[src/rtl/stcp_pkg.sv]
// Shared types and constants for the software timer channel pool.
package stcp_pkg;

  localparam int CHANNELS = 32;
  localparam int CH_W     = 5;
  localparam int CNT_W    = 16;
  localparam int ALLOC_W  = 6;
  localparam int DIV_W    = 8;

  localparam logic [DIV_W-1:0]   TICK_DIVIDE_RESET = 8'd100;
  localparam logic [CNT_W-1:0]   COUNT_MAX         = 16'hFFFF;
  localparam logic [ALLOC_W-1:0] ALLOC_NONE        = ALLOC_W'(CHANNELS);

  typedef enum logic [2:0] {
    OP_TICK    = 3'd0,
    OP_ALLOC   = 3'd1,
    OP_RELEASE = 3'd2,
    OP_START   = 3'd3,
    OP_PAUSE   = 3'd4,
    OP_SET     = 3'd5,
    OP_GET     = 3'd6,
    OP_POLL    = 3'd7
  } op_e;

  typedef struct packed {
    logic capture;
    logic execute;
  } stcp_cmd_t;

endpackage

[src/rtl/stcp_ctrl.sv]
// Controller state machine: capture a word, execute it, hold the result until taken.
module stcp_ctrl
  import stcp_pkg::*;
(
  input  logic      clk_i,
  input  logic      rst_ni,
  input  logic      in_valid_i,
  output logic      in_stall_o,
  output logic      out_valid_o,
  input  logic      out_stall_i,
  output stcp_cmd_t cmd_o
);

  typedef enum logic [1:0] {
    ST_IDLE = 2'b01,
    ST_EXEC = 2'b10
  } state_e;

  state_e state_q, state_d;
  logic   out_valid_q, out_valid_d;
  logic   exec_go;

  // execute only once the result register is free or being drained
  assign exec_go = (state_q == ST_EXEC) && (!out_valid_q || !out_stall_i);

  always_comb begin
    state_d = state_q;
    case (state_q)
      ST_IDLE: begin
        if (in_valid_i) state_d = ST_EXEC;
      end
      ST_EXEC: begin
        if (exec_go) state_d = ST_IDLE;
      end
      default: state_d = ST_IDLE;
    endcase
  end

  always_comb begin
    out_valid_d = out_valid_q;
    if (exec_go) begin
      out_valid_d = 1'b1;
    end else if (out_valid_q && !out_stall_i) begin
      out_valid_d = 1'b0;
    end
  end

  always_ff @(posedge clk_i or negedge rst_ni) begin
    if (!rst_ni) begin
      state_q     <= ST_IDLE;
      out_valid_q <= 1'b0;
    end else begin
      state_q     <= state_d;
      out_valid_q <= out_valid_d;
    end
  end

  assign in_stall_o    = (state_q != ST_IDLE);
  assign out_valid_o   = out_valid_q;
  assign cmd_o.capture = (state_q == ST_IDLE) && in_valid_i;
  assign cmd_o.execute = exec_go;

endmodule

[src/rtl/stcp_datapath.sv]
// Datapath: channel registers, prescaler, operation execute and result register.
module stcp_datapath
  import stcp_pkg::*;
(
  input  logic               clk_i,
  input  logic               rst_ni,
  input  stcp_cmd_t          cmd_i,
  input  logic               cfg_we_i,
  input  logic [DIV_W-1:0]   cfg_wdata_i,
  input  logic [2:0]         operation_i,
  input  logic [CH_W-1:0]    channel_i,
  input  logic               auto_clear_i,
  input  logic [CNT_W-1:0]   value_i,
  output logic               expired_o,
  output logic [CNT_W-1:0]   count_o,
  output logic [ALLOC_W-1:0] alloc_channel_o,
  output logic               alloc_auto_o
);

  // captured word
  op_e              op_q;
  logic [CH_W-1:0]  ch_q;
  logic             auto_q;
  logic [CNT_W-1:0] value_q;

  // channel state
  logic [CNT_W-1:0]    count_q [CHANNELS];
  logic [CHANNELS-1:0] in_use_q, running_q, pending_q;
  logic [DIV_W-1:0]    prescaler_q, tick_divide_q;

  // result register
  logic               expired_q;
  logic [CNT_W-1:0]   count_res_q;
  logic [ALLOC_W-1:0] alloc_ch_q;
  logic               alloc_auto_q;

  // lowest free channel
  logic            free_found;
  logic [CH_W-1:0] free_idx;

  always_comb begin
    free_found = 1'b0;
    free_idx   = '0;
    for (int i = CHANNELS - 1; i >= 0; i--) begin
      if (!in_use_q[i]) begin
        free_found = 1'b1;
        free_idx   = CH_W'(i);
      end
    end
  end

  // poll arithmetic on the addressed channel
  logic [CNT_W-1:0] cur_cnt, inc_cnt, poll_cnt;
  logic             poll_live, poll_hit;

  always_comb begin
    cur_cnt   = count_q[ch_q];
    poll_live = pending_q[ch_q] && running_q[ch_q];
    inc_cnt   = cur_cnt;
    if (cur_cnt <= value_q && cur_cnt != COUNT_MAX) inc_cnt = cur_cnt + 1'b1;
    poll_hit  = (inc_cnt == value_q);
    poll_cnt  = inc_cnt;
    if (inc_cnt >= value_q && auto_q) poll_cnt = '0;
  end

  always_ff @(posedge clk_i) begin
    if (cmd_i.capture) begin
      op_q    <= op_e'(operation_i);
      ch_q    <= channel_i;
      auto_q  <= auto_clear_i;
      value_q <= value_i;
    end
  end

  always_ff @(posedge clk_i or negedge rst_ni) begin
    if (!rst_ni) begin
      tick_divide_q <= TICK_DIVIDE_RESET;
    end else if (cfg_we_i) begin
      tick_divide_q <= cfg_wdata_i;
    end
  end

  always_ff @(posedge clk_i or negedge rst_ni) begin
    if (!rst_ni) begin
      for (int i = 0; i < CHANNELS; i++) count_q[i] <= '0;
      in_use_q    <= '0;
      running_q   <= '0;
      pending_q   <= '0;
      prescaler_q <= '0;
    end else if (cmd_i.execute) begin
      case (op_q)
        OP_TICK: begin
          if (prescaler_q >= tick_divide_q) begin
            prescaler_q <= '0;
            pending_q   <= '1;
          end else begin
            prescaler_q <= prescaler_q + 1'b1;
          end
        end
        OP_ALLOC: begin
          if (free_found) begin
            count_q[free_idx]   <= '0;
            in_use_q[free_idx]  <= 1'b1;
            running_q[free_idx] <= 1'b1;
          end
        end
        OP_RELEASE: begin
          count_q[ch_q]   <= '0;
          in_use_q[ch_q]  <= 1'b0;
          running_q[ch_q] <= 1'b0;
        end
        OP_START: running_q[ch_q] <= 1'b1;
        OP_PAUSE: running_q[ch_q] <= 1'b0;
        OP_SET:   count_q[ch_q] <= value_q;
        OP_POLL: begin
          in_use_q[ch_q] <= 1'b1;
          if (poll_live) begin
            pending_q[ch_q] <= 1'b0;
            count_q[ch_q]   <= poll_cnt;
          end
        end
        default: ;
      endcase
    end
  end

  always_ff @(posedge clk_i) begin
    if (cmd_i.execute) begin
      expired_q    <= (op_q == OP_POLL) && poll_live && poll_hit;
      count_res_q  <= (op_q == OP_GET) ? cur_cnt : '0;
      alloc_ch_q   <= '0;
      alloc_auto_q <= 1'b0;
      if (op_q == OP_ALLOC) begin
        alloc_ch_q   <= free_found ? ALLOC_W'(free_idx) : ALLOC_NONE;
        alloc_auto_q <= free_found && auto_q;
      end
    end
  end

  assign expired_o       = expired_q;
  assign count_o         = count_res_q;
  assign alloc_channel_o = alloc_ch_q;
  assign alloc_auto_o    = alloc_auto_q;

endmodule

[src/rtl/soft_timer_channel_pool_top.sv]
// Pool of 32 timer channels driven by one operation word at a time (tick, allocate,
// release, start, pause, set, get, poll), each returning exactly one result word.
// A word is captured in ST_IDLE and executed in ST_EXEC as a single read-modify-write
// of the channel registers; no new word is taken until the last one has executed.
// While a result waits behind out_stall_i the next word is still captured but is not
// executed until the result register frees. The user must write tick_divide (reset
// 100) through cfg_we_i/cfg_wdata_i only while idle; the block does not enforce it.
// Pending flags of all channels rise once every tick_divide + 1 tick words.
module soft_timer_channel_pool_top
  import stcp_pkg::*;
(
  input  logic               clk_i,
  input  logic               rst_ni,
  input  logic               cfg_we_i,
  input  logic [DIV_W-1:0]   cfg_wdata_i,
  input  logic               in_valid_i,
  output logic               in_stall_o,
  input  logic [2:0]         operation_i,
  input  logic [CH_W-1:0]    channel_i,
  input  logic               auto_clear_i,
  input  logic [CNT_W-1:0]   value_i,
  output logic               out_valid_o,
  input  logic               out_stall_i,
  output logic               expired_o,
  output logic [CNT_W-1:0]   count_o,
  output logic [ALLOC_W-1:0] alloc_channel_o,
  output logic               alloc_auto_o
);

  stcp_cmd_t cmd;

  stcp_ctrl u_ctrl (
    .clk_i       (clk_i),
    .rst_ni      (rst_ni),
    .in_valid_i  (in_valid_i),
    .in_stall_o  (in_stall_o),
    .out_valid_o (out_valid_o),
    .out_stall_i (out_stall_i),
    .cmd_o       (cmd)
  );

  stcp_datapath u_datapath (
    .clk_i           (clk_i),
    .rst_ni          (rst_ni),
    .cmd_i           (cmd),
    .cfg_we_i        (cfg_we_i),
    .cfg_wdata_i     (cfg_wdata_i),
    .operation_i     (operation_i),
    .channel_i       (channel_i),
    .auto_clear_i    (auto_clear_i),
    .value_i         (value_i),
    .expired_o       (expired_o),
    .count_o         (count_o),
    .alloc_channel_o (alloc_channel_o),
    .alloc_auto_o    (alloc_auto_o)
  );

`ifndef NO_ASSERTIONS
  a_busy_after_accept: assert property (@(posedge clk_i) disable iff (!rst_ni)
    (in_valid_i && !in_stall_o) |=> in_stall_o)
    else $error("accepted word did not make the block busy");

  a_auto_needs_claim: assert property (@(posedge clk_i) disable iff (!rst_ni)
    (out_valid_o && alloc_auto_o) |-> (alloc_channel_o < ALLOC_NONE))
    else $error("auto-clear mark without a claimed channel");

  a_expired_alone: assert property (@(posedge clk_i) disable iff (!rst_ni)
    (out_valid_o && expired_o) |-> (count_o == '0 && alloc_channel_o == '0 && !alloc_auto_o))
    else $error("poll result carries fields of another operation");
`endif

endmodule

[config.mk]
export PLATFORM = sky130hd
export DESIGN_NAME = soft_timer_channel_pool_top
export DESIGN_NICKNAME = d
export VERILOG_FILES = /design/src/rtl/stcp_pkg.sv /design/src/rtl/stcp_ctrl.sv /design/src/rtl/stcp_datapath.sv /design/src/rtl/soft_timer_channel_pool_top.sv
export SDC_FILE = /design/constraint.sdc
export NUM_CORES = 2
export LEC_CHECK = 0
export BUFFER_PORTS_ARGS = -buffer_cell sky130_fd_sc_hd__buf_2
export CAP_MARGIN = 25
export CORE_UTILIZATION = 30
export CTS_CLUSTER_SIZE = 25
export DETAILED_ROUTE_END_ITERATION = 12
export PLACE_DENSITY_LB_ADDON = 0.2
export SLEW_MARGIN = 40
export SYNTH_ARGS = -nofsm -noshare
export SYNTH_HDL_FRONTEND = slang
export SYNTH_SLANG_ARGS = --single-unit
[constraint.sdc]
create_clock -name clk_i -period 22.7 [get_ports clk_i]
set_input_delay 2.27 -clock clk_i [delete_from_list [all_inputs] [get_ports clk_i]]
set_output_delay 2.27 -clock clk_i [all_outputs]
set_load 0.05 [all_outputs]
# Yosys cells after proc, flatten, opt, wreduce, memory -nomap -nowiden
# Cells that the tools add are included.
[classes]
eq_ne = 17
mux = 100
addsub = 2
bitwise_logic = 14
n_lt_le_gt_ge = 11
reduce_logical = 30
[ops]
columns = ["cell", "n"]
rows = [
  ["$pmux 512 s4", 1],
  ["$and 512x512->512", 2],
  ["$bwmux 512", 2],
  ["$mux 512", 2],
  ["$not 512->512", 2],
  ["$pmux 32 s3", 2],
  ["$demux 16 s5", 2],
  ["$mux 5", 32],
  ["$mux 32", 4],
  ["$or 32x32->32", 4],
  ["$and 32x32->32", 3],
  ["$mux 16", 6],
  ["$bmux 16 s5", 1],
  ["$pmux 32 s2", 1],
  ["$mux 1", 38],
  ["$not 32->32", 1],
  ["$add 16x1->16 const B", 1],
  ["$eq 16x16->1", 1],
  ["$ge 16x16->1", 1],
  ["$le 16x16->1", 1],
  ["$ne 16x16->1 const B", 1],
  ["$logic_and 1x1->1", 13],
  ["$eq 3x3->1 const B", 4],
  ["$ge 6x6->1 const B", 2],
  ["28 further kinds", 47],
]
[totals]
inputBits = 38
word_cells = 222
reg_bits = 676
output_inout_bits = 26

# Logic depth before layout (Yosys ltp)
[logic_depth]
depth_word = 41
depth_mapped = 35

# Modules after synthesis
# A second synthesis with hierarchy kept.
[unflattened]
cells_unflattened = 4368
hier_area_um2 = 39759.4
[modules_own_cells]
columns = ["mod", "area_each_um2", "cells_per_inst", "instances", "seq_area_each_um2"]
rows = [
  ["stcp_datapath", 39623.0, 4355, 1, 17090.1],
  ["stcp_ctrl", 136.4, 13, 1, 76.3],
]

# Worst setup path before layout
# Ideal clock, no wire load.
[synth_timing]
kind = "register to register"
start = "register u_datapath.ch_q[1]"
end = "register u_datapath.count_q[82] (netlist name)"
path_slack_ps = 15544
path_stages_with_launch = 33
required_ps = 22633
synth_period_minus_slack_ps = 7156
t_arrival_ps = 7089
path_buffers = 11
path_cell_list = "edfxtp_1 -> buf_6 -> buf_8 -> buf_8 -> buf_8 -> buf_8 -> buf_6 -> buf_6 -> mux2i_1 -> o22ai_1 -> nor4_2 -> o211ai_2 -> ha_1 -> nor2b_1 -> o211ai_1 -> a21oi_1 -> o31ai_1 -> nand2_1 -> nor4_4 -> nand4_2 -> and2_1 -> ha_1 -> nand4_1 -> a211oi_1 -> a2111oi_0 -> o221a_2 -> clkbuf_1 -> clkbuf_1 -> a32o_1 -> clkbuf_1 -> clkbuf_1 -> a22oi_1 -> nand2_1"
[synth_via]
elab_chain_cells = 13
[synth_rtl]
columns = ["item", "line_no", "source"]
rows = [
  ["from (decl)", "stcp_datapath.sv:22", "logic [CH_W-1:0] ch_q;"],
  ["from (signal assigned)", "stcp_datapath.sv:69", "ch_q <= channel_i;"],
  ["$not 5->6 (implied by the code) (*)", "stcp_datapath.sv:57", "cur_cnt = count_q[ch_q];"],
  ["$bmux 16 s5 (*)", "stcp_datapath.sv:57", ""],
  ["$mux 16 (implied by the code) (*) (2 in series)", "stcp_datapath.sv:57", ""],
  ["named net u_datapath.cur_cnt[1]", "stcp_datapath.sv:53", "logic [CNT_W-1:0] cur_cnt, inc_cnt, poll_cnt;"],
  ["$le 16x16->1 or $ne 16x16->1 (tied branches)", "stcp_datapath.sv:60", "if (cur_cnt <= value_q && cur_cnt != COUNT_MAX) inc_cnt = cur_cnt + 1'b1;"],
  ["$logic_and 1x1->1", "stcp_datapath.sv:60", ""],
  ["$mux 16 (*)", "stcp_datapath.sv:60", ""],
  ["$ge 16x16->1", "stcp_datapath.sv:63", "if (inc_cnt >= value_q && auto_q) poll_cnt = '0;"],
  ["$logic_and 1x1->1", "stcp_datapath.sv:63", ""],
  ["$mux 16 (*)", "stcp_datapath.sv:63", ""],
  ["$bwmux 512 (*)", "stcp_datapath.sv:119", "count_q[ch_q] <= poll_cnt;"],
  ["$mux 512 (*)", "stcp_datapath.sv:117", "if (poll_live) begin"],
  ["$pmux 512 s4 (*)", "stcp_datapath.sv:91", "case (op_q)"],
  ["to (signal, indexed assignment)", "stcp_datapath.sv:114", "OP_SET: count_q[ch_q] <= value_q;"],
  ["to (signal, indexed assignment)", "stcp_datapath.sv:119", ""],
  ["to (decl)", "stcp_datapath.sv:27", "logic [CNT_W-1:0] count_q [CHANNELS];"],
]
# Mark *: on every way through the listed nets, which the timed path passes. The rest lies on a longest branch. The select of a mux whose other input is x is not followed.
# A chain may end at the register's enable or synchronous reset.

# Worst setup path after layout
[layout_timing]
start = "register u_datapath.ch_q[1]"
end = "register u_datapath.count_q[294] (netlist name)"
# Same word-level chain as after synthesis.

==> run summary <==
The run finished with clean final reports. At the end of the flow the core is filled with cells to 34.2%. At the end of routability-driven placement, the weighted congestion stood at 0.963. Of all cell types, the one taking the most synthesized area is sky130_fd_sc_hd__dfrtp_1.

The post-layout instance count excluding filler cells came out at 5755. For this run, the number of Yosys warnings is 0. For the area of the die, the log shows 128000 um2. The synthesized netlist devotes 22.9% of its cell area to compound gates.

In the synthesized netlist, mux cells make up 7.97% of the area. The final clock period utilization by the worst path is 46.5%. In the final layout, flip-flops and latches occupy 17200 um2. Clock tree synthesis found a total of 676 sinks.

Kind of critical path: flip-flop to flip-flop. The synthesized design devotes to its leading area cell type 41.1% of total area. The count of hold-fix buffers inserted at cts is 0, and the proportion of synthesized flip-flops having asynchronous set or reset is 92.8%.

After synthesis the netlist holds a flip-flop and latch count of 676. In this run the tool buffered the top-level ports with 63 buffer cells. The wire-length estimate of the detail-placed layout is 119 mm. The first-pass iteration count of the detailed router was 6. For this run, the post-layout net count is 4116. The synthesized netlist net count is 4195, and the clock transition time at the flip-flop clock pins of the worst setup and hold paths is 0.06 ns. Sorting the synthesized cells by area gives the leading types as sky130_fd_sc_hd__dfrtp_1 (41%), sky130_fd_sc_hd__nand2_1 (7.2%), sky130_fd_sc_hd__o211ai_1 (6.6%), sky130_fd_sc_hd__mux2i_1 (6.4%), sky130_fd_sc_hd__edfxtp_1 (3.9%). The first-pass GRT wire length is 248 mm, and the via count of the first global-routing pass is 32900. The max-slew violation count was 0. The number of clock buffers added by TritonCTS is 82. The logs give 23.21 ns for the worst path required time and 0 for the final hold violation count. The number of gates resized after CTS was 0. The logs give 26.5% for the total routing usage reported by global routing and 93 for the number of distinct library cells after synthesis. Total grt overflow: 0. On the critical path, the stage with the largest delay is an instance of sky130_fd_sc_hd__nor4_2.

Cell seen most often among critical-path stages: sky130_fd_sc_hd__buf_4. The deepest level of the CTS H-tree was 3. The first routing iteration left 5002 violations. VDD sags by at most 0.0635 mV. The library cell used most frequently in the layout, excluding fill and tap cells, is sky130_fd_sc_hd__nand2_1. Measured along the x axis, the die boundary spans 357 um. Summing all multi-input logic gate instances after layout gives 19200 um2. The nature of the critical path endpoint was a flip-flop.

Once detail routing completed, the nets flagged for antenna violations numbered 0. For this configuration, the core starts out at a cell density of 30.2%. Counting along the longest clock path gives a buffer depth of 3. The critical path's largest stage delay was 0.87 ns; the slew at the pin closest to its max-slew limit was 0.963 ns. The adder-cell share of the synthesized area is 1.39%. The data arrival time of the critical path was 11.07 ns; the static power due to leakage was 17.7 nW. The clock root buffer master is sky130_fd_sc_hd__clkbuf_16. The buffer count from post-CTS setup fixing is 0, and the minimum period implied by the final worst setup slack is 10.56 ns. By area, the combinational part of the netlist is dominated by compound AO/OA/AOI/OAI gates. Summing over every cut layer, the via total after detailed routing is 35600. The startpoint class of the critical path is a flip-flop. Along the worst path, the maximum fanout reaches 43.

Power comes to 3.08 mW. Of the cells placed in the final design, the portion with a size suffix greater than 1 is 11.4%. At the placement stage, the worst setup path has a slack of 12.28 ns. Max-cap violations in this run came to 0. The I/O pin total is 64. The final total negative setup slack came out at 0 ns. The final routed wirelength across all metal layers was 172 mm. The count of unresolved DRC violations after routing is 0. After floorplanning, the core was divided into 130 placement rows. The parity-gate share of the synthesized area counting xor and xnor cells was 0.254%; the highest clock frequency the design can meet was 94.7 MHz.

The run gives 0.67 ns as the clock latency of the later-clocked register in the worst-skew pair. The floorplan step defined a core boundary enclosing 125000 um2. The post-synthesis instance total came out at 4115.

After detailed placement, the design holds a cell count of 5600. Setup violations remaining at the end of the flow were counted as 0. The initial antenna violation count is 7, and the sequential element share of the synthesized area is 45.3%. After Yosys synthesis, and, or, nand and nor cells account for 17.1% of the synthesized area. Class of the tightest hold or removal check: flip-flop to flip-flop. After detailed routing, the average wire length per cell comes to 29.9 um.

The largest net degree at the start of global routing came out at 151. In the synthesized netlist the dominant register cell turns out to be sky130_fd_sc_hd__dfrtp_1. Setup repair after global routing left no endpoint under its margin. The top cell types in the final layout, fill and taps aside, are sky130_fd_sc_hd__nand2_1 (724), sky130_fd_sc_hd__dfrtp_1 (623), sky130_fd_sc_hd__o211ai_1 (335).

The number of synthesized flops with an enable pin was 49. In this run the mean area of a mapped cell was 9.21 um2. The height of the die was 357 um; the cell area after synthesis was 37900 um2. Relative to the synthesized area, the layout overhead comes to 13.1%. The setup slack of the critical path after layout is 12.14 ns. The logs give 0.0244 ns for the worst clock skew on the final layout and 12700 for the fill cell total of the finished layout. For this design the ratio of total power to cell area is 71.9 nW/um2. In this run the tightest slew margin relative to its limit is 35.3%. TritonCTS built the clock tree.

After detailed routing, the number of vias per cell comes to 6.18.
## registers in the layout, indices dropped and copies added, names as in the netlist
name and flops:
u_datapath.pending_q 32, u_datapath.prescaler_q 8, u_datapath.expired_o 1, u_datapath.alloc_auto_o 1
u_datapath.auto_q 1, u_datapath.running_q 32, u_datapath.count_q 512, u_datapath.alloc_channel_o 6
u_datapath.ch_q 5, u_datapath.tick_divide_q 8, u_ctrl.out_valid_o 1, u_ctrl.state_q 2
u_datapath.count_o 16, u_datapath.op_q 3, u_datapath.in_use_q 32, u_datapath.value_q 16
## routing by layer
layer / track usage [%] / vias to the layer above / routed length [um]
met5: 0 / - / 8
met3: 5.09 / 348 / 15100
met4: 12.4 / 2 / 9210
met1: 37.4 / 18000 / 73700
met2: 38.9 / 1944 / 74200
li1: - / 15300 / -
## final cells by class
class	instances	share of cell area, %
flip-flops and latches	676	40.0
clock inverters	20	0.522
well taps	1650	4.81
repair buffers	192	3.26
inverters	65	0.569
multi-input cells	3019	44.8
clock buffers	130	6.02
diodes	3	0.0175
## cell families (layout without fill, tap and decap cells)
logic type,after synthesis,in the layout
fa+ha+maj,42,42
flops,676,676
other cells,0,3
xor+xnor,11,11
compound gates,1266,1266
mux,271,271
simple gates,1429,1429
buf+inv,420,407
## per-stage QoR
stage,hold WS [ns],area [um2]
2_1_floorplan,0.449,37900
3_5_place_dp,0.474,40000
3_3_place_gp,0.472,39800
5_1_grt,0.499,42900
6_report,0.487,42900
4_1_cts,0.491,42800
## report_power, final
part	switching (mW)	internal, mW
combinational	0.309	0.104
clock	0.559	0.833
sequential	0.0262	1.25
## cells in the mapped netlist, types with 7 or more instances
cell type                  count
sky130_fd_sc_hd__a22oi_1     154
sky130_fd_sc_hd__and3_1       13
sky130_fd_sc_hd__nand3_1     250
sky130_fd_sc_hd__nor4_1       25
sky130_fd_sc_hd__and4_1       12
sky130_fd_sc_hd__and2_1       13
sky130_fd_sc_hd__a32oi_1      83
sky130_fd_sc_hd__a31oi_1      69
sky130_fd_sc_hd__o211ai_1    335
sky130_fd_sc_hd__inv_1        65
sky130_fd_sc_hd__o311ai_0     16
sky130_fd_sc_hd__buf_2       109
sky130_fd_sc_hd__a41oi_1       8
sky130_fd_sc_hd__a211o_1       9
sky130_fd_sc_hd__a21o_1        7
sky130_fd_sc_hd__o22ai_1      82
sky130_fd_sc_hd__mux2i_1     243
sky130_fd_sc_hd__nor2_1      219
sky130_fd_sc_hd__nand2_1     727
sky130_fd_sc_hd__clkbuf_1    197
sky130_fd_sc_hd__buf_6         9
sky130_fd_sc_hd__edfxtp_1     49
sky130_fd_sc_hd__nor2b_1      12
sky130_fd_sc_hd__o21ai_0     277
sky130_fd_sc_hd__buf_8         7
sky130_fd_sc_hd__a21oi_1      92
sky130_fd_sc_hd__buf_1        14
sky130_fd_sc_hd__ha_1         42
sky130_fd_sc_hd__nand4_1      39
sky130_fd_sc_hd__or2_2        10
sky130_fd_sc_hd__xnor2_1       9
sky130_fd_sc_hd__or3_1         7
sky130_fd_sc_hd__o221ai_1     15
sky130_fd_sc_hd__nand2b_1     12
sky130_fd_sc_hd__buf_4        19
sky130_fd_sc_hd__nor3_1       30
sky130_fd_sc_hd__a221o_1      29
sky130_fd_sc_hd__mux4_2       24
sky130_fd_sc_hd__dfrtp_1     623
sky130_fd_sc_hd__o21ai_1      23
## final timing paths
| path | start | endpoint | slack, ns | depth (start not counted) |
|---|---|---|---|---|
| setup reg to reg | u_datapath.ch_q[1] | u_datapath.count_q[294] | 12.14 | 29 |
| hold / removal | u_datapath.count_q[281] | u_datapath.count_q[281] | 0.49 | 1 |
| max in group asynchronous | rst_ni | u_datapath.count_q[417] | 19.23 | 4 |
| min in group asynchronous | rst_ni | u_datapath.count_q[194] | 1.47 | 1 |
| setup / recovery | u_datapath.ch_q[1] | u_datapath.count_q[294] | 12.14 | 29 |
| hold reg to reg | u_datapath.count_q[281] | u_datapath.count_q[281] | 0.49 | 1 |
## critical path: cells and delay by family, from the launching register on
kind	cells	cell delay [ns]
AOI/OAI and AO/OA	4	0.88
adders and majority gates	2	0.72
buffers and inverters	6	3.00
DFF	1	0.33
muxes	1	0.51
and+or+nand+nor	16	4.77
Power figures use the tool's default switching activity.
